[config.mk]
export PLATFORM = sky130hd
export DESIGN_NAME = byte_ring_fifo
export DESIGN_NICKNAME = d
export VERILOG_FILES = /design/src/design/brf_pkg.sv /design/src/design/brf_ram.sv /design/src/design/brf_ctrl.sv /design/src/design/byte_ring_fifo.sv
export VERILOG_INCLUDE_DIRS = /design/src /design/src/design
export SDC_FILE = /design/constraint.sdc
export NUM_CORES = 1
export LEC_CHECK = 0
export ABC_AREA = 1
export BUFFER_PORTS_ARGS = -buffer_cell sky130_fd_sc_hd__buf_2
export CAP_MARGIN = 20
export CORE_AREA = 4 4 245 247
export CTS_BUF_LIST = sky130_fd_sc_hd__clkbuf_8
export DETAILED_ROUTE_END_ITERATION = 16
export DIE_AREA = 0 0 249 251
export HOLD_SLACK_MARGIN = 0.12
export PLACE_DENSITY_LB_ADDON = 0.15
export SLEW_MARGIN = 20
export SYNTH_ARGS = -nofsm -noshare
export SYNTH_HDL_FRONTEND = slang
export SYNTH_SLANG_ARGS = --single-unit
[constraint.sdc]
create_clock -name clk -period 4 [get_ports clk]
set_input_delay 0.6 -clock clk [delete_from_list [all_inputs] [get_ports clk]]
set_output_delay 0.6 -clock clk [all_outputs]
set_load 0.05 [all_outputs]
[src/design/byte_ring_fifo_assert.svh]
// Assertion macros used by the byte ring FIFO controller.
`ifndef BYTE_RING_FIFO_ASSERT_SVH
`define BYTE_RING_FIFO_ASSERT_SVH

`ifndef SYNTHESIS
// Property checked on every rising edge, ignored while reset is high.
`define BRF_ASSERT(lbl, clk, rst, prop, msg) \
  lbl: assert property (@(posedge clk) disable iff (rst) (prop)) else $error(msg);
// Condition that must never be seen outside reset.
`define BRF_NEVER(lbl, clk, rst, cond, msg) \
  lbl: assert property (@(posedge clk) disable iff (rst) !(cond)) else $error(msg);
`else
`define BRF_ASSERT(lbl, clk, rst, prop, msg)
`define BRF_NEVER(lbl, clk, rst, cond, msg)
`endif

`endif

[src/design/brf_pkg.sv]
// Package with types, codes and pointer helpers of the byte ring FIFO.
package brf_pkg;

  localparam int DEPTH = 64;
  localparam int PTR_W = $clog2(DEPTH);
  localparam int CNT_W = 6;

  typedef logic [PTR_W-1:0] ptr_t;
  typedef logic [CNT_W-1:0] cnt_t;

  localparam logic [2:0] MODE_WR_START = 3'd0;
  localparam logic [2:0] MODE_WR_BYTE  = 3'd1;
  localparam logic [2:0] MODE_READ     = 3'd2;
  localparam logic [2:0] MODE_PEEK     = 3'd3;
  localparam logic [2:0] MODE_DROP     = 3'd4;
  localparam logic [2:0] MODE_CLEAR    = 3'd5;

  localparam logic [1:0] STATUS_OK         = 2'd0;
  localparam logic [1:0] STATUS_NO_ROOM    = 2'd1;
  localparam logic [1:0] STATUS_EMPTY      = 2'd2;
  localparam logic [1:0] STATUS_UNEXPECTED = 2'd3;

  // Depth and capacity as count values (depth 64 wraps to 0, which is exact mod 64).
  localparam cnt_t DEPTH_CNT = CNT_W'(DEPTH % (1 << CNT_W));
  localparam cnt_t CAP_CNT   = CNT_W'(DEPTH - 1);

  typedef struct packed {
    logic [2:0] mode;
    cnt_t       length;
    logic [7:0] data_byte;
  } brf_in_t;

  typedef struct packed {
    logic [7:0] out_byte;
    logic       last;
    logic [1:0] status;
    cnt_t       used_count;
    cnt_t       free_count;
  } brf_out_t;

  // Result control from the sequencer to the top level.
  typedef struct packed {
    logic       valid;
    logic       from_ram;
    logic       last;
    logic [1:0] status;
    cnt_t       used;
  } brf_rsp_t;

  // Pointer plus a count below DEPTH, wrapped at DEPTH.
  function automatic ptr_t ptr_add(ptr_t p, cnt_t n);
    logic [CNT_W:0] s;
    s = (CNT_W+1)'(p) + (CNT_W+1)'(n);
    if (s >= (CNT_W+1)'(DEPTH)) begin
      s = s - (CNT_W+1)'(DEPTH);
    end
    return PTR_W'(s);
  endfunction

  function automatic cnt_t used_of(ptr_t head, ptr_t tail);
    cnt_t d;
    d = CNT_W'(tail) - CNT_W'(head);
    if (head > tail) begin
      d = d + DEPTH_CNT;
    end
    return d;
  endfunction

endpackage

[src/design/brf_ram.sv]
// Generic simple dual-port RAM with a registered read port.
module brf_ram #(
  parameter int WIDTH = 8,
  parameter int DEPTH = 64,
  parameter int AW    = $clog2(DEPTH)
) (
  input  logic             clk,
  input  logic             wr_en,
  input  logic [AW-1:0]    wr_addr,
  input  logic [WIDTH-1:0] wr_data,
  input  logic             rd_en,
  input  logic [AW-1:0]    rd_addr,
  output logic [WIDTH-1:0] rd_data
);

  logic [WIDTH-1:0] mem [DEPTH];

  always_ff @(posedge clk) begin
    if (wr_en) begin
      mem[wr_addr] <= wr_data;
    end
  end

  always_ff @(posedge clk) begin
    if (rd_en) begin
      rd_data <= mem[rd_addr];
    end
  end

endmodule

[src/design/brf_ctrl.sv]
// Pointer state, command decode and read sequencer of the byte ring FIFO.
module brf_ctrl (
  input  logic             clk,
  input  logic             rst,
  input  logic             start,
  output logic             busy,
  input  brf_pkg::brf_in_t cmd,
  output logic             ram_we,
  output brf_pkg::ptr_t    ram_waddr,
  output logic [7:0]       ram_wdata,
  output logic             ram_re,
  output brf_pkg::ptr_t    ram_raddr,
  output brf_pkg::brf_rsp_t rsp
);
  import brf_pkg::*;

  localparam logic ST_IDLE = 1'b0;
  localparam logic ST_READ = 1'b1;

  logic       state, state_next;
  ptr_t       head, head_next;
  ptr_t       tail, tail_next;
  ptr_t       stage, stage_next;
  cnt_t       pending, pending_next;
  ptr_t       rd_ptr, rd_ptr_next;
  cnt_t       remaining, remaining_next;
  logic       rsp_valid, rsp_valid_next;
  logic       rsp_from_ram, rsp_from_ram_next;
  logic       rsp_last, rsp_last_next;
  logic [1:0] rsp_status, rsp_status_next;

  logic accept;
  cnt_t used, free, take;

  assign busy   = (state == ST_READ);
  assign accept = start && !busy;
  assign used   = used_of(head, tail);
  assign free   = CAP_CNT - used;
  assign take   = (cmd.length < used) ? cmd.length : used;

  assign ram_we    = accept && (cmd.mode == MODE_WR_BYTE) && (pending != '0);
  assign ram_waddr = stage;
  assign ram_wdata = cmd.data_byte;
  assign ram_re    = busy;
  assign ram_raddr = rd_ptr;

  always_comb begin
    state_next        = state;
    head_next         = head;
    tail_next         = tail;
    stage_next        = stage;
    pending_next      = pending;
    rd_ptr_next       = rd_ptr;
    remaining_next    = remaining;
    rsp_valid_next    = 1'b0;
    rsp_from_ram_next = 1'b0;
    rsp_last_next     = 1'b1;
    rsp_status_next   = STATUS_OK;

    if (busy) begin
      // One byte is read per cycle; its data leaves the RAM in the next cycle.
      rsp_valid_next    = 1'b1;
      rsp_from_ram_next = 1'b1;
      rsp_last_next     = (remaining == cnt_t'(1));
      rd_ptr_next       = ptr_add(rd_ptr, cnt_t'(1));
      remaining_next    = remaining - cnt_t'(1);
      if (remaining == cnt_t'(1)) begin
        state_next = ST_IDLE;
      end
    end else if (accept) begin
      rsp_valid_next = 1'b1;
      case (cmd.mode)
        MODE_WR_START: begin
          pending_next = '0;
          if (cmd.length > free) begin
            rsp_status_next = STATUS_NO_ROOM;
          end else if (cmd.length != '0) begin
            stage_next   = tail;
            pending_next = cmd.length;
          end
        end
        MODE_WR_BYTE: begin
          if (pending == '0) begin
            rsp_status_next = STATUS_UNEXPECTED;
          end else begin
            stage_next   = ptr_add(stage, cnt_t'(1));
            pending_next = pending - cnt_t'(1);
            if (pending == cnt_t'(1)) begin
              tail_next = ptr_add(stage, cnt_t'(1));
            end
          end
        end
        MODE_READ, MODE_PEEK: begin
          if (take == '0) begin
            rsp_status_next = STATUS_EMPTY;
          end else begin
            rsp_valid_next = 1'b0;
            rd_ptr_next    = head;
            remaining_next = take;
            state_next     = ST_READ;
            if (cmd.mode == MODE_READ) begin
              head_next = ptr_add(head, take);
            end
          end
        end
        MODE_DROP: begin
          head_next = ptr_add(head, take);
        end
        MODE_CLEAR: begin
          head_next    = '0;
          tail_next    = '0;
          stage_next   = '0;
          pending_next = '0;
        end
        default: begin
        end
      endcase
    end
  end

  always_ff @(posedge clk) begin
    if (rst) begin
      state     <= ST_IDLE;
      head      <= '0;
      tail      <= '0;
      stage     <= '0;
      pending   <= '0;
      remaining <= '0;
      rsp_valid <= 1'b0;
    end else begin
      state     <= state_next;
      head      <= head_next;
      tail      <= tail_next;
      stage     <= stage_next;
      pending   <= pending_next;
      remaining <= remaining_next;
      rsp_valid <= rsp_valid_next;
    end
  end

  always_ff @(posedge clk) begin
    rd_ptr       <= rd_ptr_next;
    rsp_from_ram <= rsp_from_ram_next;
    rsp_last     <= rsp_last_next;
    rsp_status   <= rsp_status_next;
  end

  // Counts follow the pointers: they only change when the next word is taken.
  assign rsp.valid    = rsp_valid;
  assign rsp.from_ram = rsp_from_ram;
  assign rsp.last     = rsp_last;
  assign rsp.status   = rsp_status;
  assign rsp.used     = used;

`include "byte_ring_fifo_assert.svh"

  `BRF_NEVER(a_no_write_in_read, clk, rst, busy && ram_we, "RAM write during a read burst")
  `BRF_ASSERT(a_burst_nonempty, clk, rst, busy |-> (remaining != '0), "read burst with no bytes")
  `BRF_ASSERT(a_read_gives_word, clk, rst, busy |=> (rsp_valid && rsp_from_ram), "read lost")
  `BRF_ASSERT(a_word_needs_cmd, clk, rst, (rsp_valid && !rsp_from_ram) |-> $past(accept), "result without command")

endmodule

[src/design/byte_ring_fifo.sv]
// Top level of the byte ring FIFO: sequencer, byte RAM and result formatting.
//
//   channel  | handshake              | payload
//   ---------+------------------------+---------------------------
//   command  | start, busy            | cmd    (brf_in_t)
//   result   | strobe (one cycle)     | result (brf_out_t)
//
// Every command except a read or peek that returns data leaves busy low, and
// its result word appears in the next cycle; such commands may follow every cycle.
// A read or peek of n bytes holds busy high while it makes one RAM read per cycle,
// and each of its n result words appears in the cycle after its RAM read.
// Reset clears the head, tail and write staging pointers; the byte RAM keeps no reset state.
// The receiver cannot stall: each result word is shown for exactly one cycle.
module byte_ring_fifo (
  input  logic              clk,
  input  logic              rst,
  input  logic              start,
  output logic              busy,
  input  brf_pkg::brf_in_t  cmd,
  output logic              strobe,
  output brf_pkg::brf_out_t result
);
  import brf_pkg::*;

  logic       ram_we, ram_re;
  ptr_t       ram_waddr, ram_raddr;
  logic [7:0] ram_wdata, ram_rdata;
  brf_rsp_t   rsp;

  brf_ctrl u_ctrl (
    .clk       (clk),
    .rst       (rst),
    .start     (start),
    .busy      (busy),
    .cmd       (cmd),
    .ram_we    (ram_we),
    .ram_waddr (ram_waddr),
    .ram_wdata (ram_wdata),
    .ram_re    (ram_re),
    .ram_raddr (ram_raddr),
    .rsp       (rsp)
  );

  brf_ram #(
    .WIDTH (8),
    .DEPTH (DEPTH)
  ) u_ram (
    .clk     (clk),
    .wr_en   (ram_we),
    .wr_addr (ram_waddr),
    .wr_data (ram_wdata),
    .rd_en   (ram_re),
    .rd_addr (ram_raddr),
    .rd_data (ram_rdata)
  );

  assign strobe            = rsp.valid;
  assign result.out_byte   = rsp.from_ram ? ram_rdata : 8'd0;
  assign result.last       = rsp.last;
  assign result.status     = rsp.status;
  assign result.used_count = rsp.used;
  assign result.free_count = CAP_CNT - rsp.used;

endmodule

---- Yosys cells after proc, flatten, opt, wreduce, memory -nomap -nowiden ----
Memories as Yosys holds them, arrays and structs flattened. A register that Yosys moved wholly into a read port is not among the register bits.
Cells that the tools add are included.
word-level totals
  bits in registers ....................... 42
  memory bits (writable) .................. 512
  bits of input ports ..................... 20
  output and inout bits ................... 25
  memories ................................ 1
operators by class
  add/subtract/negate cells ............... 10
  order comparisons ....................... 5
  equal/unequal tests ..................... 14
  muxes and demuxes ....................... 43
  bitwise logic cells ..................... 2
  reductions and logical operators ........ 21
memories
  name       depth  bits a word  rd ports  clocked after Yosys merged registers in  wr ports  RTL line       source
  u_ram.mem  64     8            1         1                                        1         brf_ram.sv:16  logic [WIDTH-1:0] mem [DEPTH];
operators with widths
  kind                                                      number
  two-way mux 6 bit                                         22
  one-hot mux 6 bit (3 select lines)                        3
  subtractor 6 x 1 -> 6 bit, second input constant          5
  greater-or-equal comparator 7 bit, second input constant  3
  adder 6 x 1 -> 7 bit, second input constant               2
  two-way mux 1 bit                                         13
  == test 6 x 1 -> 1 bit, second input constant             2
  zero test 6 bit                                           2
  one-hot mux 6 bit (2 select lines)                        1
  nonzero test 6 bit                                        2
  AND reduction 5 bit                                       2
  two-way mux 8 bit                                         1
  inequality test 2 bit, second input constant              4
  adder 6 x 6 -> 7 bit                                      1
  == test 3 x 2 -> 1 bit, second input constant             2
  == test 3 bit, second input constant                      2
  greater-than comparator 6 bit                             1
  less-than comparator 6 bit                                1
  inequality test 2 x 1 -> 1 bit, second input constant     3
  one-hot mux 2 bit (3 select lines)                        1
  AND reduction 6 bit                                       1
  nonzero test 2 bit                                        3
  nonzero test 3 bit                                        2
  subtractor 6 bit                                          1
  10 further kinds                                          15

---- Logic depth before layout (Yosys ltp) ----
  word-level depth ........................ 9
  gate-level depth with buffers ........... 29

---- Hierarchy ----
A second synthesis with hierarchy kept.
unflattened totals
  cells, all modules ...................... 2,265
  area total of the unflattened synthesis .. 24,649.9 um^2
modules (own cells, without submodules)
  module          instances  cells an instance  area an instance (um^2)  sequential area each (um^2)
  brf_ram         1          1,805              21,419.3                 15,615.0
  brf_ctrl        1          437                3,143.0                  900.9
  byte_ring_fifo  1          23                 87.6                     0.0

---- Worst setup path after synthesis ----
Ideal clock, no wire load.
  kind .................................... reg-to-reg
  start ................................... register u_ctrl.head[2]
  end ..................................... register u_ctrl.head[5]
  arrival time ............................ 5.031 ns
  setup slack ............................. -1.095 ns
  cell stages (with the launch flop) ...... 28
  path buffers ............................ 0
  path through ............................ dfxtp_1 -> inv_1 -> ha_1 -> a21o_1 -> nand2_1 -> nand3_1 -> xnor2_1 -> inv_1 -> ha_1 -> nor2_2 -> nor3b_2 -> o21ai_2 -> nand4_4 -> nand2_2 -> o21ai_4 -> inv_1 -> ha_1 -> a21oi_1 -> o21bai_1 -> nand2_1 -> nand2_1 -> a21oi_1 -> xnor2_1 -> xnor2_1 -> nand2_1 -> nand2_2 -> nand2_1 -> nor2_1
RTL lines
  item                    RTL line         source
  start, declared         brf_ctrl.sv:21   ptr_t head, head_next;
  start signal, assigned  brf_ctrl.sv:132  head <= head_next;

---- Worst setup path in the final report ----
  start ................................... register u_ctrl.head[2]
  end ..................................... register u_ctrl.head[5]
between the ends
  longest elaborated chain between the ends .. 9
  elaborated cells on any way between the ends .. 13
  classes of those cells .................. 3 x add/sub; 2 x order compare; 1 x eq/ne; 5 x mux; 2 x reduce/logical
ends and longest elaborated chain
  item                                                                                   RTL line                      source
  subtractor 6 bit                                                                       brf_pkg.sv:62                 d = CNT_W'(tail) - CNT_W'(head);
  less-than comparator 6 bit                                                             brf_ctrl.sv:39                assign take = (cmd.length < used) ? cmd.length : used;
  two-way mux 6 bit                                                                      brf_ctrl.sv:39
  adder 6 x 6 -> 7 bit                                                                   brf_pkg.sv:53                 s = (CNT_W+1)'(p) + (CNT_W+1)'(n);
  subtractor 6 x 1 -> 6 bit / greater-or-equal comparator 7 bit (equally long branches)  brf_pkg.sv:55, brf_pkg.sv:54
  two-way mux 6 bit                                                                      brf_pkg.sv:54                 if (s >= (CNT_W+1)'(DEPTH)) begin
  two-way mux 6 bit                                                                      brf_ctrl.sv:101               if (cmd.mode == MODE_READ) begin
  two-way mux 6 bit                                                                      brf_ctrl.sv:94                if (take == '0) begin
  one-hot mux 6 bit (3 select lines)                                                     brf_ctrl.sv:72                case (cmd.mode)
Several ways; a longest one is shown, not always the timed one. The select of a mux whose other input is x is not followed.
A chain may end at the register's enable or synchronous reset.

==> summary.txt <==
Outcome
  – Status: finished, final reports clean

Route
  – Drt drc: 0
  – Routed WL per cell: 22.0 um
  – Routed Antenna Nets: 0
  – Routed WL: 64300 um
  – First-iteration detailed-routing DRC count: 1158
  – Vias per cell: 5.44
  – Drt first pass iters: 7
  – Vias after detailed routing: 15900

Place
  – DP Area: 25200 sq um
  – Dpl cells: 2741
  – Port Buf Inserts: 44
  – RD Place Congestion: 0.855
  – Post-DP HPWL: 39100 um

Global routing
  – Met2 GRT Util: 33.3%
  – Total GRT Usage: 20.1%
  – GRT busiest layer: met2
  – Met1 usage: 27.3%
  – Total gr overflow: 0
  – Initial antenna violation count: 1
  – Vias in the first global route: 15600
  – Largest net degree at the start of global routing: 145
  – Met3 usage: 3.10%
  – Global-route wire length before repair: 96600 um

Clock tree
  – H-Tree Depth: 3
  – CTS tree: done
  – Clk slew on worst S/H paths: 0.06 ns
  – Worst-skew pair later-pin latency: 0.67 ns
  – Clk buf depth: 3
  – CTS Root Buffer Type: clkbuf_8
  – TritonCTS Buffers: 93
  – Clock sink total: 562

Power and ir drop
  – VDD IR-drop max: 0.000504 V
  – Pleak: 9.19 nW
  – Total power: 13.3 mW
  – Pwr dens: 492 nW/um^2

Critical path
  – Type of the worst setup path: flip-flop to flip-flop
  – Arrival time at the worst endpoint: 4.51 ns
  – Crit-path leading delay family: simple AND/OR/NAND/NOR gates
  – Bufs and invs on worst path: 3
  – CP required: 4.59 ns
  – Crit. path cell count: 27
  – CP max-delay cell: dfxtp_4
  – Worst path most repeated cell: nand2_1
  – R2R depth: 27
  – CP endpoint kind: flip-flop
  – Delay of the slowest cell on the worst path: 0.36 ns
  – Startpoint Class: flip-flop
  – Critical Path Fanout Max: 4

Floorplanning
  – Die Area: 62500 sq um
  – Io pins: 45
  – Initial Utilization: 40.7%
  – Die Y-Extent: 251 um
  – Floorplan die width: 249 um
  – Placeable Area: 57600 sq um
  – FP Rows: 88

STA
  – RSZ-0062 raised after global routing: yes
  – Final hold vios: 0
  – Setup Skew: 0.0328 ns
  – Post-layout min period: 3.92 ns
  – Worst-Margin Slew: 1.01 ns
  – Final setup fails: 0
  – Slew Limit Fails: 0
  – Slew HR: 32.8%
  – Crit share post-route: 98.0%
  – Max frequency: 255 MHz

Finish
  – Layout cells sized above 1: 16.5%
  – Final instance area: 27100 sq um
  – Most frequent cells in the layout: edfxtp_1, nor2_1, o21ai_0
  – Multi-input logic area: 6390 sq um
  – Most common cell after layout, fill and taps aside: edfxtp_1
  – Finished Layout Cells: 2920
  – Final Util: 47.0%
  – Synthesis-to-finish area growth: 15.3%
  – Filler Cells Inserted: 5200
  – # nets final: 2132
  – Flip-flop and latch area: 16500 sq um

Logic synthesis
  – Seq/Total Area, Yosys: 70.4%
  – EDFF count, synth: 526
  – Yosys synthesis warning count: 0
  – Post-synth ARST share: 0%
  – Avg Inst Size Synth: 12.1 sq um
  – Library cells used by synthesis: 49
  – Synthesis-stage register bit count: 562
  – Mapped Area: 23500 sq um
  – Cell count after synthesis: 1945
  – Primary FF master, synth: edfxtp_1
  – Post-synth net total: 1996

Job
  – Number of max-cap violations: 0

Min path
  – Hold Path Class: primary input to flip-flop
  – Min-Delay Path Depth: 3
==> worst paths after layout <==
kind / end / slack [ns] / startpoint
min reg2reg: u_ctrl.tail[0] / 0.47 / u_ctrl.tail[0]
max reg2reg: u_ctrl.head[5] / 0.08 / u_ctrl.head[2]
min: u_ctrl.rsp_valid / 0.21 / start
max: u_ctrl.head[5] / 0.08 / u_ctrl.head[2]
==> worst min-delay path, stage by stage <==
cell	delay (ns)
buf_2	0.12
nand2_1	0.06
a21oi_1	0.05
==> repair_timing <==
action,CTS,global route
hold buffers,0,0
setup buffers,0,10
pin swaps,1,22
gates resized for setup,0,28
endpoints found under the setup margin,1,3
==> power by group <==
group / total [mW] / internal [mW] / switching [mW]
combinational: 2.19 / 0.686 / 1.50
clock: 4.59 / 2.30 / 2.29
sequential: 6.53 / 6.48 / 0.0468
==> flip-flops by register name (all words and copies together) (netlist names) <==
name	cells
u_ctrl.pending	6
u_ctrl.tail	6
u_ctrl.rsp_valid	1
u_ctrl.ram_waddr	6
u_ctrl.head	6
u_ctrl.rsp_from_ram	1
u_ctrl.rsp_status	2
u_ctrl.remaining	6
u_ram.rd_data	8
u_ctrl.rsp_last	1
u_ram.mem	512
u_ctrl.ram_raddr	6
u_ctrl.busy	1
==> stage by stage <==
| step | hold slack, ns | setup TNS [ns] | setup WS, ns |
|---|---|---|---|
| 6_report | 0.209 | 0 | 0.0795 |
| 5_1_grt | 0.171 | -0.186 | -0.152 |
| 4_1_cts | 0.146 | 0 | 0.0247 |
| 3_5_place_dp | 0.459 | 0 | 0.0589 |
| 3_3_place_gp | 0.455 | 0 | 0.119 |
| 2_1_floorplan | 0.445 | -0.384 | -0.246 |
==> final cells by class <==
cell class,count,area share (%)
tap,765,3.54
antenna,1,0.00925
multi-input combinational,1186,23.6
timing repair buffer,158,4.39
clock inverter,72,1.29
sequential,562,61.1
clock buffer,96,4.88
inverter,80,1.17
==> cells by family (layout without fill, tap and decap cells) <==
family,after synthesis,count (layout),share of synthesized area [%]
AND/OR/NAND/NOR,645,645,11.7
flip-flops,562,562,70.4
AO/OA/AOI/OAI,496,496,12.4
buffers and inverters,197,406,3.24
adder cells (fa/ha/maj),31,31,1.72
XOR/XNOR,14,14,0.523
other,0,1,0
==> synth_stat cells, types with 6 or more instances <==
library cell,count,area (sq um)
nand4_1,39,244
edfxtp_1,526,15800
nand3_1,60,300
xnor2_1,6,52.6
o221ai_1,51,447
a31oi_1,10,62.6
nor2_1,359,1350
clkbuf_1,106,398
inv_1,72,270
o211ai_1,14,105
nand2_2,10,62.6
dfxtp_1,36,721
ha_1,29,363
o22ai_1,80,500
o21ai_0,284,1420
xor2_1,8,70.1
buf_2,6,30.0
a21oi_1,34,170
nand2_1,153,574
==> layer usage <==
| metal | part of all wire [%] | vias up |
|---|---|---|
| met5 | 0 | - |
| met4 | 2.7 | 0 |
| met3 | 4.9 | 95 |
| met2 | 48 | 432 |
| met1 | 44 | 7903 |
| li1 | - | 7448 |
(Power assumes the default switching activity.)
